===== config.mk =====
export PLATFORM = sky130hd
export DESIGN_NAME = integer_to_ascii_formatter_unit_flat
export DESIGN_NICKNAME = d
export VERILOG_FILES = /design/src/rtl/itoa_pkg.sv /design/src/rtl/itoa_if.sv /design/src/rtl/itoa_digit_unit.sv /design/src/rtl/integer_to_ascii_formatter_unit.sv /design/src/flat_wrapper.sv
export SDC_FILE = /design/constraint.sdc
export NUM_CORES = 1
export LEC_CHECK = 0
export BUFFER_PORTS_ARGS = -buffer_cell sky130_fd_sc_hd__clkbuf_2
export CORE_MARGIN = 2
export CORE_UTILIZATION = 65
export CTS_BUF_LIST = sky130_fd_sc_hd__clkbuf_8
export DETAILED_ROUTE_END_ITERATION = 7
export GPL_TIMING_DRIVEN = 1
export MAX_ROUTING_LAYER = met4
export PLACE_DENSITY = 0.87
export SLEW_MARGIN = 20
export SYNTH_ARGS = -nofsm -noshare
export SYNTH_HDL_FRONTEND = slang
export SYNTH_SLANG_ARGS = --single-unit

===== constraint.sdc =====
create_clock -name clock -period 9.64 [get_ports clock]
set_input_delay 0.964 -clock clock [delete_from_list [all_inputs] [get_ports clock]]
set_output_delay 0.964 -clock clock [all_outputs]
set_load 0.01 [all_outputs]

===== src/rtl/itoa_pkg.sv =====
// Shared types and constants for the integer to ASCII formatter.
package itoa_pkg;

   localparam int VALUE_W      = 32;
   localparam int DIGIT_W      = 4;
   localparam int NUM_DIGITS   = 10;
   localparam int DABBLE_STEPS = 32;
   localparam int STEP_W       = 5;
   localparam int COUNT_W      = 32;

   typedef logic [1:0]                     mode_type;
   typedef logic [VALUE_W-1:0]             value_type;
   typedef logic [7:0]                     ascii_type;
   typedef logic [COUNT_W-1:0]             count_type;
   typedef logic [DIGIT_W-1:0]             digit_type;
   typedef logic [NUM_DIGITS-1:0][DIGIT_W-1:0] digit_vec_type;
   typedef logic [3:0]                     digit_index_type;

   localparam mode_type MODE_DEC       = 2'd0;
   localparam mode_type MODE_HEX_LOWER = 2'd1;
   localparam mode_type MODE_HEX_UPPER = 2'd2;

   localparam ascii_type ASCII_ZERO        = 8'd48;
   localparam ascii_type ASCII_MINUS       = 8'd45;
   localparam ascii_type LOWER_LETTER_BASE = 8'd87;
   localparam ascii_type UPPER_LETTER_BASE = 8'd55;

   localparam digit_type DEC_RADIX = 4'd10;
   localparam digit_type ADJUST_AT = 4'd5;
   localparam digit_type ADJUST_BY = 4'd3;

endpackage


===== src/rtl/itoa_if.sv =====
// Request and response channel interfaces of the integer to ASCII formatter.
interface itoa_req_if;
   import itoa_pkg::*;
   logic      valid;
   logic      ready;
   mode_type  mode;
   value_type value;
   modport source (output valid, output mode, output value, input ready);
   modport sink   (input valid, input mode, input value, output ready);
endinterface

interface itoa_rsp_if;
   import itoa_pkg::*;
   logic      valid;
   logic      ready;
   ascii_type character;
   logic      last;
   count_type total_count;
   modport source (output valid, output character, output last, output total_count,
                   input ready);
   modport sink   (input valid, input character, input last, input total_count,
                   output ready);
endinterface


===== src/rtl/itoa_digit_unit.sv =====
// Shared digit unit: one shift-and-add-3 binary to BCD step and leading digit search.
module itoa_digit_unit (
   input  itoa_pkg::digit_vec_type   digits_in,
   input  itoa_pkg::value_type       bin_in,
   output itoa_pkg::digit_vec_type   digits_out,
   output itoa_pkg::value_type       bin_out,
   output itoa_pkg::digit_index_type msd_index
);
   import itoa_pkg::*;

   digit_vec_type                     adj;
   logic [DIGIT_W*NUM_DIGITS-1:0]     adj_flat;

   // Correct each BCD lane before the shift.
   always_comb begin
      for (int i = 0; i < NUM_DIGITS; i++) begin
         adj[i] = (digits_in[i] >= ADJUST_AT) ? digits_in[i] + ADJUST_BY : digits_in[i];
      end
   end

   assign adj_flat   = adj;
   assign digits_out = digit_vec_type'({adj_flat[DIGIT_W*NUM_DIGITS-2:0], bin_in[VALUE_W-1]});
   assign bin_out    = {bin_in[VALUE_W-2:0], 1'b0};

   // Highest nonzero digit; zero value points at the lowest digit.
   always_comb begin
      msd_index = '0;
      for (int i = 0; i < NUM_DIGITS; i++) begin
         if (digits_in[i] != '0) begin
            msd_index = digit_index_type'(i);
         end
      end
   end

endmodule


===== src/rtl/integer_to_ascii_formatter_unit.sv =====
// Top level of the integer to ASCII formatter: sequencer, digit store and output register.
//
//  channel | dir | handshake       | payload
//  --------+-----+-----------------+----------------------------------------
//  req     | in  | valid / ready   | mode (2), value (32)
//  rsp     | out | valid / ready   | character (8), last (1), total_count (32)
//
// Decimal requests are accepted, then take 32 binary-to-BCD steps through the shared
// digit unit and a leading digit search, then one character per cycle (up to 11) unless stalled.
// Hex requests skip the BCD steps: accept, search, then up to 8 characters.
// Reset (synchronous) clears the sequencer, the output valid and the character count.
// A stalled response holds the character register and the sequencer in its minus or emit state;
// a new request is taken as soon as the last character sits in the output register.
module integer_to_ascii_formatter_unit (
   input  logic       clock,
   input  logic       reset,
   itoa_req_if.sink   req_chan,
   itoa_rsp_if.source rsp_chan
);
   import itoa_pkg::*;

   typedef enum logic [2:0] {
      ST_IDLE,
      ST_CONVERT,
      ST_FIND,
      ST_MINUS,
      ST_EMIT
   } state_type;

   state_type       state_ff, state_in;
   digit_vec_type   digits_ff, digits_in;
   value_type       bin_ff, bin_in;
   logic [STEP_W-1:0] step_ff, step_in;
   logic            neg_ff, neg_in;
   logic            upper_ff, upper_in;
   digit_index_type idx_ff, idx_in;
   count_type       count_ff, count_in;
   logic            rsp_valid_ff, rsp_valid_in;
   ascii_type       char_ff, char_in;
   logic            last_ff, last_in;

   digit_vec_type   step_digits;
   value_type       step_bin;
   digit_index_type msd_idx;

   logic            slot_free;
   digit_type       cur_digit;
   ascii_type       cur_ascii;
   logic            slot_load;

   itoa_digit_unit u_digit (
      .digits_in  (digits_ff),
      .bin_in     (bin_ff),
      .digits_out (step_digits),
      .bin_out    (step_bin),
      .msd_index  (msd_idx)
   );

   // Output register is free when empty or being drained this cycle.
   assign slot_free = !rsp_valid_ff || rsp_chan.ready;

   // Map the current digit to ASCII; decimal digits never reach the letter range.
   assign cur_digit = digits_ff[idx_ff];
   assign cur_ascii = (cur_digit < DEC_RADIX)
                      ? ASCII_ZERO + {4'b0000, cur_digit}
                      : (upper_ff ? UPPER_LETTER_BASE : LOWER_LETTER_BASE) + {4'b0000, cur_digit};

   always_comb begin
      state_in     = state_ff;
      digits_in    = digits_ff;
      bin_in       = bin_ff;
      step_in      = step_ff;
      neg_in       = neg_ff;
      upper_in     = upper_ff;
      idx_in       = idx_ff;
      count_in     = count_ff;
      rsp_valid_in = rsp_valid_ff && !rsp_chan.ready;
      char_in      = char_ff;
      last_in      = last_ff;
      slot_load    = 1'b0;

      case (state_ff)
         ST_IDLE: begin
            if (req_chan.valid) begin
               if (req_chan.mode == MODE_DEC) begin
                  // Take the magnitude; the most negative value wraps to 2^31 unsigned.
                  neg_in    = req_chan.value[VALUE_W-1];
                  bin_in    = req_chan.value[VALUE_W-1] ? value_type'(0) - req_chan.value
                                                        : req_chan.value;
                  digits_in = '0;
                  step_in   = '0;
                  upper_in  = 1'b1;
                  state_in  = ST_CONVERT;
               end else begin
                  // Hex digits are the nibbles themselves.
                  neg_in    = 1'b0;
                  upper_in  = (req_chan.mode != MODE_HEX_LOWER);
                  digits_in = digit_vec_type'({{(DIGIT_W*NUM_DIGITS-VALUE_W){1'b0}},
                                               req_chan.value});
                  state_in  = ST_FIND;
               end
            end
         end
         ST_CONVERT: begin
            // Advance one binary-to-BCD step.
            digits_in = step_digits;
            bin_in    = step_bin;
            step_in   = step_ff + 1'b1;
            if (step_ff == STEP_W'(DABBLE_STEPS-1)) begin
               state_in = ST_FIND;
            end
         end
         ST_FIND: begin
            idx_in   = msd_idx;
            state_in = neg_ff ? ST_MINUS : ST_EMIT;
         end
         ST_MINUS: begin
            if (slot_free) begin
               slot_load    = 1'b1;
               rsp_valid_in = 1'b1;
               char_in      = ASCII_MINUS;
               last_in      = 1'b0;
               count_in     = count_ff + 1'b1;
               state_in     = ST_EMIT;
            end
         end
         ST_EMIT: begin
            if (slot_free) begin
               slot_load    = 1'b1;
               rsp_valid_in = 1'b1;
               char_in      = cur_ascii;
               last_in      = (idx_ff == '0);
               count_in     = count_ff + 1'b1;
               if (idx_ff == '0) begin
                  state_in = ST_IDLE;
               end else begin
                  idx_in = idx_ff - 1'b1;
               end
            end
         end
         default: begin
            state_in = ST_IDLE;
         end
      endcase
   end

   always_ff @(posedge clock) begin
      if (reset) begin
         state_ff     <= ST_IDLE;
         rsp_valid_ff <= 1'b0;
         count_ff     <= '0;
      end else begin
         state_ff     <= state_in;
         rsp_valid_ff <= rsp_valid_in;
         count_ff     <= count_in;
      end
      digits_ff <= digits_in;
      bin_ff    <= bin_in;
      step_ff   <= step_in;
      neg_ff    <= neg_in;
      upper_ff  <= upper_in;
      idx_ff    <= idx_in;
      char_ff   <= char_in;
      last_ff   <= last_in;
   end

   assign req_chan.ready       = (state_ff == ST_IDLE);
   assign rsp_chan.valid       = rsp_valid_ff;
   assign rsp_chan.character   = char_ff;
   assign rsp_chan.last        = last_ff;
   assign rsp_chan.total_count = count_ff;

   // A minus sign always has digits after it.
   a_minus_not_last: assert property (@(posedge clock) disable iff (reset)
      rsp_chan.valid && (rsp_chan.character == ASCII_MINUS) |-> !rsp_chan.last)
      else $error("minus sign marked as last character");

   // Every loaded character bumps the running count by one.
   a_count_step: assert property (@(posedge clock) disable iff (reset)
      slot_load |=> count_ff == $past(count_ff) + 1'b1)
      else $error("character count did not advance by one");

   // The block goes busy after taking a request.
   a_busy_after_accept: assert property (@(posedge clock) disable iff (reset)
      req_chan.valid && req_chan.ready |=> !req_chan.ready)
      else $error("ready stayed high after a request was taken");

   // Loading the final character returns the sequencer to idle.
   a_last_to_idle: assert property (@(posedge clock) disable iff (reset)
      slot_load && last_in |=> state_ff == ST_IDLE)
      else $error("sequencer not idle after the last character");

endmodule

===== src/flat_wrapper.sv =====
// flat-port wrapper written by rule: the top's interface ports become plain ports
module integer_to_ascii_formatter_unit_flat import itoa_pkg::*;
  (clock, reset, req_chan_valid, req_chan_mode, req_chan_value, req_chan_ready, rsp_chan_valid, rsp_chan_character, rsp_chan_last, rsp_chan_total_count, rsp_chan_ready);
  itoa_req_if req_chan_i ();
  itoa_rsp_if rsp_chan_i ();
  input  logic clock;
  input  logic reset;
  input wire logic [$bits(req_chan_i.valid)-1:0] req_chan_valid;
  input wire logic [$bits(req_chan_i.mode)-1:0] req_chan_mode;
  input wire logic [$bits(req_chan_i.value)-1:0] req_chan_value;
  output wire logic [$bits(req_chan_i.ready)-1:0] req_chan_ready;
  output wire logic [$bits(rsp_chan_i.valid)-1:0] rsp_chan_valid;
  output wire logic [$bits(rsp_chan_i.character)-1:0] rsp_chan_character;
  output wire logic [$bits(rsp_chan_i.last)-1:0] rsp_chan_last;
  output wire logic [$bits(rsp_chan_i.total_count)-1:0] rsp_chan_total_count;
  input wire logic [$bits(rsp_chan_i.ready)-1:0] rsp_chan_ready;
  assign req_chan_i.valid = req_chan_valid;
  assign req_chan_i.mode = req_chan_mode;
  assign req_chan_i.value = req_chan_value;
  assign req_chan_ready = req_chan_i.ready;
  assign rsp_chan_valid = rsp_chan_i.valid;
  assign rsp_chan_character = rsp_chan_i.character;
  assign rsp_chan_last = rsp_chan_i.last;
  assign rsp_chan_total_count = rsp_chan_i.total_count;
  assign rsp_chan_i.ready = rsp_chan_ready;
  integer_to_ascii_formatter_unit u_core (.clock(clock), .reset(reset), .req_chan(req_chan_i), .rsp_chan(rsp_chan_i));
endmodule

Word level (Yosys, flattened, before mapping)
Index checks and enable logic that the tools add are counted.
Word-level totals
  input port bits: 38
  logic and storage cells: 140
  register bits after elaboration: 128
  output and inout bits: 43
Cells by class
  eq/ne operators: 13
  magnitude comparators: 12
  reduce and logical (&&, ||, !) cells: 27
  multiplexer cells: 52
  add/sub/neg operators: 16
Operator list (number)
  $mux 32: 4
  $mux 4: 20
  $pmux 40 s2: 1
  $pmux 32 s2: 1
  $ge 4x3->1 const B: 10
  $mux 40: 1
  $add 4x2->4 const B: 9
  $reduce_bool 4->1: 9
  $add 32x1->32 const B: 1
  $sub 1x32->32 const A: 1
  $mux 8: 3
  $mux 3: 7
  $bmux 4 s4: 1
  $pmux 8 s2: 1
  $pmux 3 s5: 1
  $ne 2x1->1 const B: 6
  $mux 5: 2
  $pmux 5 s2: 1
  $reduce_and 3->1: 3
  $add 8x4->8: 1
  $pmux 4 s2: 1
  $add 6x4->7 const A: 1
  $mux 7: 1
  $eq 3x2->1 const B: 2
  22 further kinds: 32

Logic depth before layout (Yosys ltp)
Gate-level depths: netlist of the first run.
  depth after elaboration: 11
  gate-level depth with buffers: 9
  mapped depth without buffers: 8

Hierarchy
Synthesis of the first run repeated with hierarchy kept, for this count alone.
Second synthesis, totals
  cells, all modules: 882
  area total of the unflattened synthesis: 8151.6 sq um
Modules (own cells, without submodules)
  integer_to_ascii_formatter_unit: times used 1, cells an instance 678, area an instance 6775.2 sq um, seq. area each 3453.3 sq um
  itoa_digit_unit: times used 1, cells an instance 204, area an instance 1376.3 sq um, seq. area each 0.0 sq um

Worst setup path after synthesis of the first run
OpenSTA, ideal clock, no wires.
  path kind: input port to flip-flop
  from: in req_chan_mode[1]
  to: reg u_core.bin_ff[0] (enable)
  library setup time: 0.488 ns
  required time: 9.152 ns
  buffers on the path: 0
  slack: 5.140 ns
  data arrival time: 4.013 ns
  stages on the path: 3
  cells stage by stage: nor2_1 nand2_1 a211oi_1
Between the ends
  longest elaborated chain between the ends: 3
RTL lines
  start, declared: line flat_wrapper.sv:9  | input wire logic [$bits(req_chan_i.mode)-1:0] req_chan_mode;
  $logic_not 2->1: line integer_to_ascii_formatter_unit.sv:85  | if (req_chan.mode == MODE_DEC) begin
  $ne 2x1->1 (no line)
  $reduce_and 3->1 (no line)
  end signal, assigned: line integer_to_ascii_formatter_unit.sv:158  | bin_ff <= bin_in;
  end, declared: line integer_to_ascii_formatter_unit.sv:32  | value_type bin_ff, bin_in;
No other way between the ends.
A chain may end at the register's enable or synchronous reset.

Worst setup path after layout of the first run
  from: reg u_core.idx_ff[0]
  to: reg u_core.char_ff[2], in the netlist u_core.rsp_chan.character[2], data pin
Between the ends
  longest elaborated chain between the ends: 6
  elaborated cells on any way between the ends: 8
  those cells by class: add/sub: 2; order compare: 1; mux: 5
RTL lines
  start, declared: line integer_to_ascii_formatter_unit.sv:36  | digit_index_type idx_ff, idx_in;
  start signal, assigned: line integer_to_ascii_formatter_unit.sv:162  | idx_ff <= idx_in;
  $bmux 4 s4 (*): line integer_to_ascii_formatter_unit.sv:63  | assign cur_digit = digits_ff[idx_ff];
  $mux 4 (implied by the code) (*): line integer_to_ascii_formatter_unit.sv:63
  $add 8x4->8 (tied with other cells): line integer_to_ascii_formatter_unit.sv:66  | : (upper_ff ? UPPER_LETTER_BASE : LOWER_LETTER_BASE) + {4'b0000, cur_digit};
  $mux 8 (*): line integer_to_ascii_formatter_unit.sv:65  | ? ASCII_ZERO + {4'b0000, cur_digit}
  $mux 8 (*): line integer_to_ascii_formatter_unit.sv:128  | if (slot_free) begin
  $pmux 8 s2 (*): line integer_to_ascii_formatter_unit.sv:82  | case (state_ff)
  end signal, assigned: line integer_to_ascii_formatter_unit.sv:163  | char_ff <= char_in;
  end, declared: line integer_to_ascii_formatter_unit.sv:39  | ascii_type char_ff, char_in;
Mark *: on every way between the ends. The rest lies on a longest branch, timed or not. The select of a mux whose other input is x is not followed.

==> out/results.tsv, run 1 <==
stage	metric	value	unit
outcome	status	complete, no violations	
detailed_routing	drtIter0Drc	560	
sta	finalCritPeriodShare	0.312	
cts	clk_pin_slew_worst_paths	0.08	ns
detailed_routing	drt_pass1_iterations	5	
global_route	grt_max_degree	90	
die	die_x	111	µm
die	row_count	39	
sta	finalSetupViolCount	0	
sta	fin_ws	6.63	ns
synth	async_flop_share	0	
synth	synthDistinctLibCells	58	
die	floorplan.initialDensity	0.658	
global_route	grt_pass1_vias	5844	
worst_setup_path	cp_max_fo	19	
synth	ys_seq_area_frac	0.465	
placement	dp_hpwl	12200	µm
min_path	hp-class	reg -> reg	
worst_setup_path	worstSetupEndpointType	register	
detailed_routing	ant_nets	0	
global_route	grt_pass1_wl	27900	µm
detailed_routing	num_vias	6060	
cts	tritoncts	built	
cts	cts.path.max_buffers	2	
die	core	0.0113	mm²
synth	synth_warnings	0	
worst_setup_path	r2r_cells	6	
detailed_routing	via_per_inst	6.12	
sta	max_freq	332	MHz
placement	routabilityCongestion	0.961	
cts	cts-hold-fix-buffers	0	
worst_setup_path	startpoint_type	register	
sta	timing.final.max_slew_violations	0	
global_route	overflow	0	
cts	clk_latency	0.46	ns
synth	synth_top_area_share	0.368	
power_and_ir_drop	power_density	187	mW/mm²
sta	whs	0.522	ns
synth	synth_common_cells	91 x edfxtp_1, 76 x nor2_1, 75 x o21ai_0	
worst_setup_path	worstPathRequired	9.82	ns
min_path	hp-start	u_core.rsp_chan.total_count[20]$_SDFFE_PP0P_	
sta	maxSlewHeadroom	0.331	
cts	cts_root_buf	clkbuf_8	
synth	yosys.area.top_type	edfxtp_1	
worst_setup_path	r2r-end	u_core.rsp_chan.character[2]$_SDFFCE_PN1P_	
synth	ys_ff_latch	127	
worst_setup_path	arrival	3.19	ns
sta	fin_skew	0.00772	ns
cells_and_area	diodes	0	
detailed_routing	wl	17100	µm
worst_setup_path	critPathLaunch	u_core.idx_ff[0]$_DFFE_PP_	
sta	finalSetupTns	0	ns
cts	cts_max_level	4	
cts	cts-resized-gates	0	
job	cap_violations	0	
min_path	whs_endpoint	u_core.rsp_chan.total_count[20]$_SDFFE_PP0P_	
detailed_routing	drc	0	
worst_setup_path	path_class	reg -> reg	
global_route	track_usage	0.289	
cts	cts.sinks	127	
synth	synth_area	0.00742	mm²
cells_and_area	final_cells	990	
worst_setup_path	r2r_setup_slack	6.63	ns
min_path	whs_path_depth	2	
sta	post-route-min-period	3.01	ns
die	fp.dieH	111	µm
cells_and_area	fillCellCount	828	
cells_and_area	fin_nets	898	
worst_setup_path	r2r-start	u_core.idx_ff[0]$_DFFE_PP_	
sta	worstMarginPinSlew	1.00	ns
cts	cts_made_buffers	17	
sta	hold_viol_final	0	
detailed_routing	wl_per_cell	17.3	µm
synth	syn_avg_cell_area	9.65	µm²
global_route	antenna_found_initial	0	
placement	port_buffers	79	
placement	dp_cells	958	
synth	synth_most_common_cell	edfxtp_1	
synth	ys_top_cells_by_area	edfxtp_1 37%, dfxtp_1 9.7%, xor2_1 6.5%	
cells_and_area	syn2layout_area_growth	12.2	%
placement	pre_cts_ws	6.23	ns
power_and_ir_drop	ir_worst_vdd	159	µV
cts	postCtsSetupBuffers	0	
synth	syn_inst	769	
synth	ys.flop_type	edfxtp_1	
synth	syn_nets	833	
sta	rsz0062_at_grt	false	
cells_and_area	drive_gt1_frac	0.162	
die	pin_count	81	
power_and_ir_drop	leakagePower	0.00316	µW
die	dieArea	0.0123	mm²
synth	synth_edf_count	91	
-- critical path, stage by stage, from the launching register on --
cell and delay, ns:
edfxtp_1 0.94, mux4_2 0.61, a2bb2oi_1 0.15, a22oi_1 0.49, ha_1 0.33, a21o_1 0.13
nand3_1 0.07
-- through the flow --
| step | power, µW | utilization | cell area (µm²) |
|---|---|---|---|
| after floorplan | 961 | - | 7420 |
| after global placement | 1040 | 0.701 | 7900 |
| final | 1550 | 0.739 | 8330 |
| after global routing | 1630 | 0.739 | 8330 |
| after detailed placement | 1060 | 0.701 | 7900 |
| after CTS | 1560 | 0.739 | 8330 |
-- routing by layer --
layer / GRT usage / share of wire
met5: - / 0
met4: 0.103 / 0.019
met3: 0.0694 / 0.064
met2: 0.482 / 0.51
met1: 0.346 / 0.41
-- layout make-up --
type / count / area [µm²] / share of cell area
Tap cell: 143 / 179 / 0.0215
Clock inverter: 15 / 195 / 0.0234
Sequential cell: 127 / 3450 / 0.415
Timing Repair Buffer: 83 / 425 / 0.0511
Inverter: 29 / 109 / 0.0131
Multi-Input combinational cell: 576 / 3730 / 0.448
Clock buffer: 17 / 234 / 0.0281
-- worst max path at each step --
stage	to	slack [ns]
after global routing	u_core.rsp_chan.character[2]$_SDFFCE_PN1P_	6.47
after floorplan	u_core.bin_ff[0]$_SDFFCE_PP0P_	5.14
final	u_core.rsp_chan.character[2]$_SDFFCE_PN1P_	6.63
after global placement	u_core.bin_ff[29]$_DFFE_PP_	6.33
after CTS	u_core.rsp_chan.character[2]$_SDFFCE_PN1P_	6.65
after detailed placement	u_core.bin_ff[29]$_DFFE_PP_	6.23
-- state kept, by name, indices dropped and copies added, names as in the netlist --
register and count:
u_core.idx_ff 4, u_core.step_ff 5, u_core.bin_ff 32, u_core.rsp_chan.valid 1
u_core.digits_ff 40, u_core.upper_ff 1, u_core.neg_ff 1, u_core.rsp_chan.character 7
u_core.state_ff 3, u_core.rsp_chan.total_count 32, u_core.rsp_chan.last 1
-- placed cells by master, fill, tap and decap left out, drive strengths merged, types with 4 or more instances in the layout --
cell / instances
clkbuf: 96
edfxtp: 91
nor2: 76
o21ai: 75
xor2: 55
nand2: 52
a21oi: 49
nand3: 49
dfxtp: 36
inv: 31
xnor2: 26
ha: 26
o31ai: 17
nor3b: 15
nand2b: 13
or3: 12
mux2i: 11
and3: 10
nand4: 8
nor3: 8
o41ai: 6
mux4: 5
nor4: 5
and2: 5
clkinv: 5
a31oi: 4
or2: 4
clkinvlp: 4
bufinv: 4
buf: 4
a211oi: 4
or4: 4
-- power breakdown --
group          switching (µW)  internal (µW)  total, µW
clock                     219            280        499
combinational             197            129        325
sequential               61.2            668        730
-- cell families (layout without fill, tap and decap cells) --
family                   count (synthesis)  after routing  share of synthesized area
multiplexers                            18             18                     0.0330
buffers and inverters                   66            144                     0.0342
AND/OR/NAND/NOR                        276            276                      0.190
XOR/XNOR                                81             81                     0.0956
adder cells (fa/ha/maj)                 26             26                     0.0438
other                                    1              1                   0.000505
AO/OA/AOI/OAI                          174            174                      0.137
flip-flops                             127            127                      0.465
No activity file was read; power rests on OpenSTA's default activity.
==> run 2: changes to the inputs <==
CORE_UTILIZATION = 55   (was 65)
PLACE_DENSITY = 0.78   (was 0.87)
clock period = 2.7 ns   (was 9.64 ns; I/O delays follow)
==> out/results.tsv, run 2 (synthesis results as in run 1) <==
stage	metric	value	unit
detailed_routing	drc	0	
cts	cts.sinks	127	
cells_and_area	largest-register	u_core.digits_ff	
worst_setup_path	r2r_cells	7	
die	floorplan.initialDensity	0.563	
cts	tritoncts	built	
worst_setup_path	worstSetupEndpointType	register	
power_and_ir_drop	pwr-share-clk	0.298	
sta	fin_skew	0.00987	ns
worst_setup_path	worstPathRequired	2.90	ns
worst_setup_path	arrival	2.61	ns
global_route	overflow	0	
detailed_routing	via_per_inst	5.86	
global_route	track_usage	0.256	
detailed_routing	drt_pass1_iterations	6	
power_and_ir_drop	pwr-share-seq	0.481	
worst_setup_path	r2r-end	u_core.rsp_chan.character[6]$_SDFFCE_PN0P_	
cts	cts-resized-gates	0	
die	die_x	120	µm
power_and_ir_drop	p_sw	1720	µW
min_path	hp-start	req_chan_mode[0]	
cells_and_area	layout_commonest_cell	edfxtp_1	
sta	finalCritPeriodShare	0.891	
min_path	hp-class	in -> reg	
cts	cts-hold-fix-buffers	0	
power_and_ir_drop	power_density	641	mW/mm²
cts	cts_made_buffers	17	
power_and_ir_drop	sw_frac_of_total	0.319	
die	pin_count	81	
min_path	whs_endpoint	u_core.upper_ff$_SDFFCE_PP1P_	
worst_setup_path	cp_max_fo	16	
global_route	grt_pass1_vias	5917	
sta	maxSlewHeadroom	0.531	
detailed_routing	wl	17400	µm
sta	finalSetupViolCount	0	
sta	hold_viol_final	0	
cells_and_area	syn2layout_area_growth	13.2	%
cts	clk_latency	0.46	ns
sta	rsz0062_at_grt	false	
die	dieArea	0.0144	mm²
cells_and_area	final_cell_mix	91 x edfxtp_1, 79 x clkbuf_2, 76 x nor2_1	
detailed_routing	ant_nets	0	
detailed_routing	drtIter0Drc	489	
cts	cts_root_buf	clkbuf_8	
placement	dp_hpwl	12200	µm
die	row_count	42	
min_path	whs_path_depth	2	
cells_and_area	largest_reg_flops	40	
job	cap_violations	0	
power_and_ir_drop	ir_worst_vdd	420	µV
placement	port_buffers	79	
die	fp.dieH	120	µm
cells_and_area	fillCellCount	1072	
sta	finalSetupTns	0	ns
power_and_ir_drop	p_int	3670	µW
cts	postCtsSetupBuffers	0	
placement	routabilityCongestion	0.936	
global_route	antenna_found_initial	0	
cts	clk_pin_slew_worst_paths	0.07	ns
power_and_ir_drop	pwr-share-comb	0.221	
worst_setup_path	r2r-start	u_core.idx_ff[0]$_DFFE_PP_	
sta	max_freq	415	MHz
detailed_routing	wl_per_cell	16.8	µm
global_route	grt_pass1_wl	28600	µm
cts	cts.path.max_buffers	2	
power_and_ir_drop	total_power	5390	µW
cts	cts_max_level	4	
sta	timing.final.max_slew_violations	0	
cells_and_area	diodes	0	
die	core	0.0132	mm²
worst_setup_path	path_class	reg -> reg	
sta	worstMarginPinSlew	0.703	ns
cells_and_area	drive_gt1_frac	0.169	
worst_setup_path	r2r_setup_slack	0.29	ns
global_route	grt_max_degree	90	
detailed_routing	num_vias	6051	
outcome	status	complete, no violations	
power_and_ir_drop	leakagePower	0.00317	µW
sta	post-route-min-period	2.41	ns
cells_and_area	fin_nets	907	
worst_setup_path	startpoint_type	register	
-- run 2: layer usage --
layer	wire (µm)	global-route usage	up-vias
met5	0	-	-
met4	370	0.0956	0
met3	1100	0.0447	33
met2	8380	0.407	244
met1	7540	0.329	2854
li1	-	-	2920
-- run 2: power by group through the flow --
stage / Combinational [µW] / Sequential (µW) / Clock [µW]
floorplan: 882 / 2550 / 0
global placement: 1120 / 2610 / 0
detailed placement: 1170 / 2630 / 0
CTS: 1190 / 2580 / 1620
global route: 1320 / 2620 / 1690
finish: 1190 / 2590 / 1610
-- run 2: worst max path at each step --
stage / start / to / slack (ns) / cells past startpoint
6_report: u_core.idx_ff[0]$_DFFE_PP_ / u_core.rsp_chan.character[6]$_SDFFCE_PN0P_ / 0.29 / 7
5_1_grt: u_core.idx_ff[0]$_DFFE_PP_ / u_core.rsp_chan.character[6]$_SDFFCE_PN0P_ / 0.13 / 7
4_1_cts: u_core.idx_ff[0]$_DFFE_PP_ / u_core.rsp_chan.character[6]$_SDFFCE_PN0P_ / 0.30 / 7
3_5_place_dp: req_chan_value[21] / u_core.bin_ff[27]$_DFFE_PP_ / 0.10 / 7
3_3_place_gp: req_chan_value[21] / u_core.bin_ff[29]$_DFFE_PP_ / 0.10 / 7
2_1_floorplan: u_core.state_ff[1]$_SDFFE_PP0P_ / u_core.bin_ff[0]$_SDFFCE_PP0P_ / 0.13 / 2
-- run 2: per-stage QoR --
stage,cell area (µm²),setup WS [ns],std cells,hold WS (ns),util
after CTS,8400,0.304,1032,0.0807,0.637
after detailed placement,8020,0.101,1000,0.505,0.608
after global routing,8400,0.130,1032,0.0985,0.637
final,8400,0.293,1032,0.102,0.637
after floorplan,7430,0.134,769,0.419,-
after global placement,8020,0.104,1000,0.492,0.608
-- run 2: area by class of cell --
| cell class | instances | area [µm²] | area share |
|---|---|---|---|
| multi-input cells | 576 | 3730 | 0.444 |
| clock inverters | 15 | 148 | 0.0176 |
| clock buffers | 17 | 234 | 0.0278 |
| flip-flops and latches | 127 | 3450 | 0.411 |
| inverters | 29 | 109 | 0.0130 |
| repair buffers | 92 | 505 | 0.0602 |
| well taps | 176 | 220 | 0.0262 |
-- run 2: worst max-delay path, cell delays in order (launching register included) --
cell and delay, ns:
edfxtp_1 0.50, buf_4 0.30, mux2i_1 0.28, a2bb2oi_1 0.10, a22oi_1 0.44, ha_1 0.30, a21o_1 0.13, a211oi_1 0.08
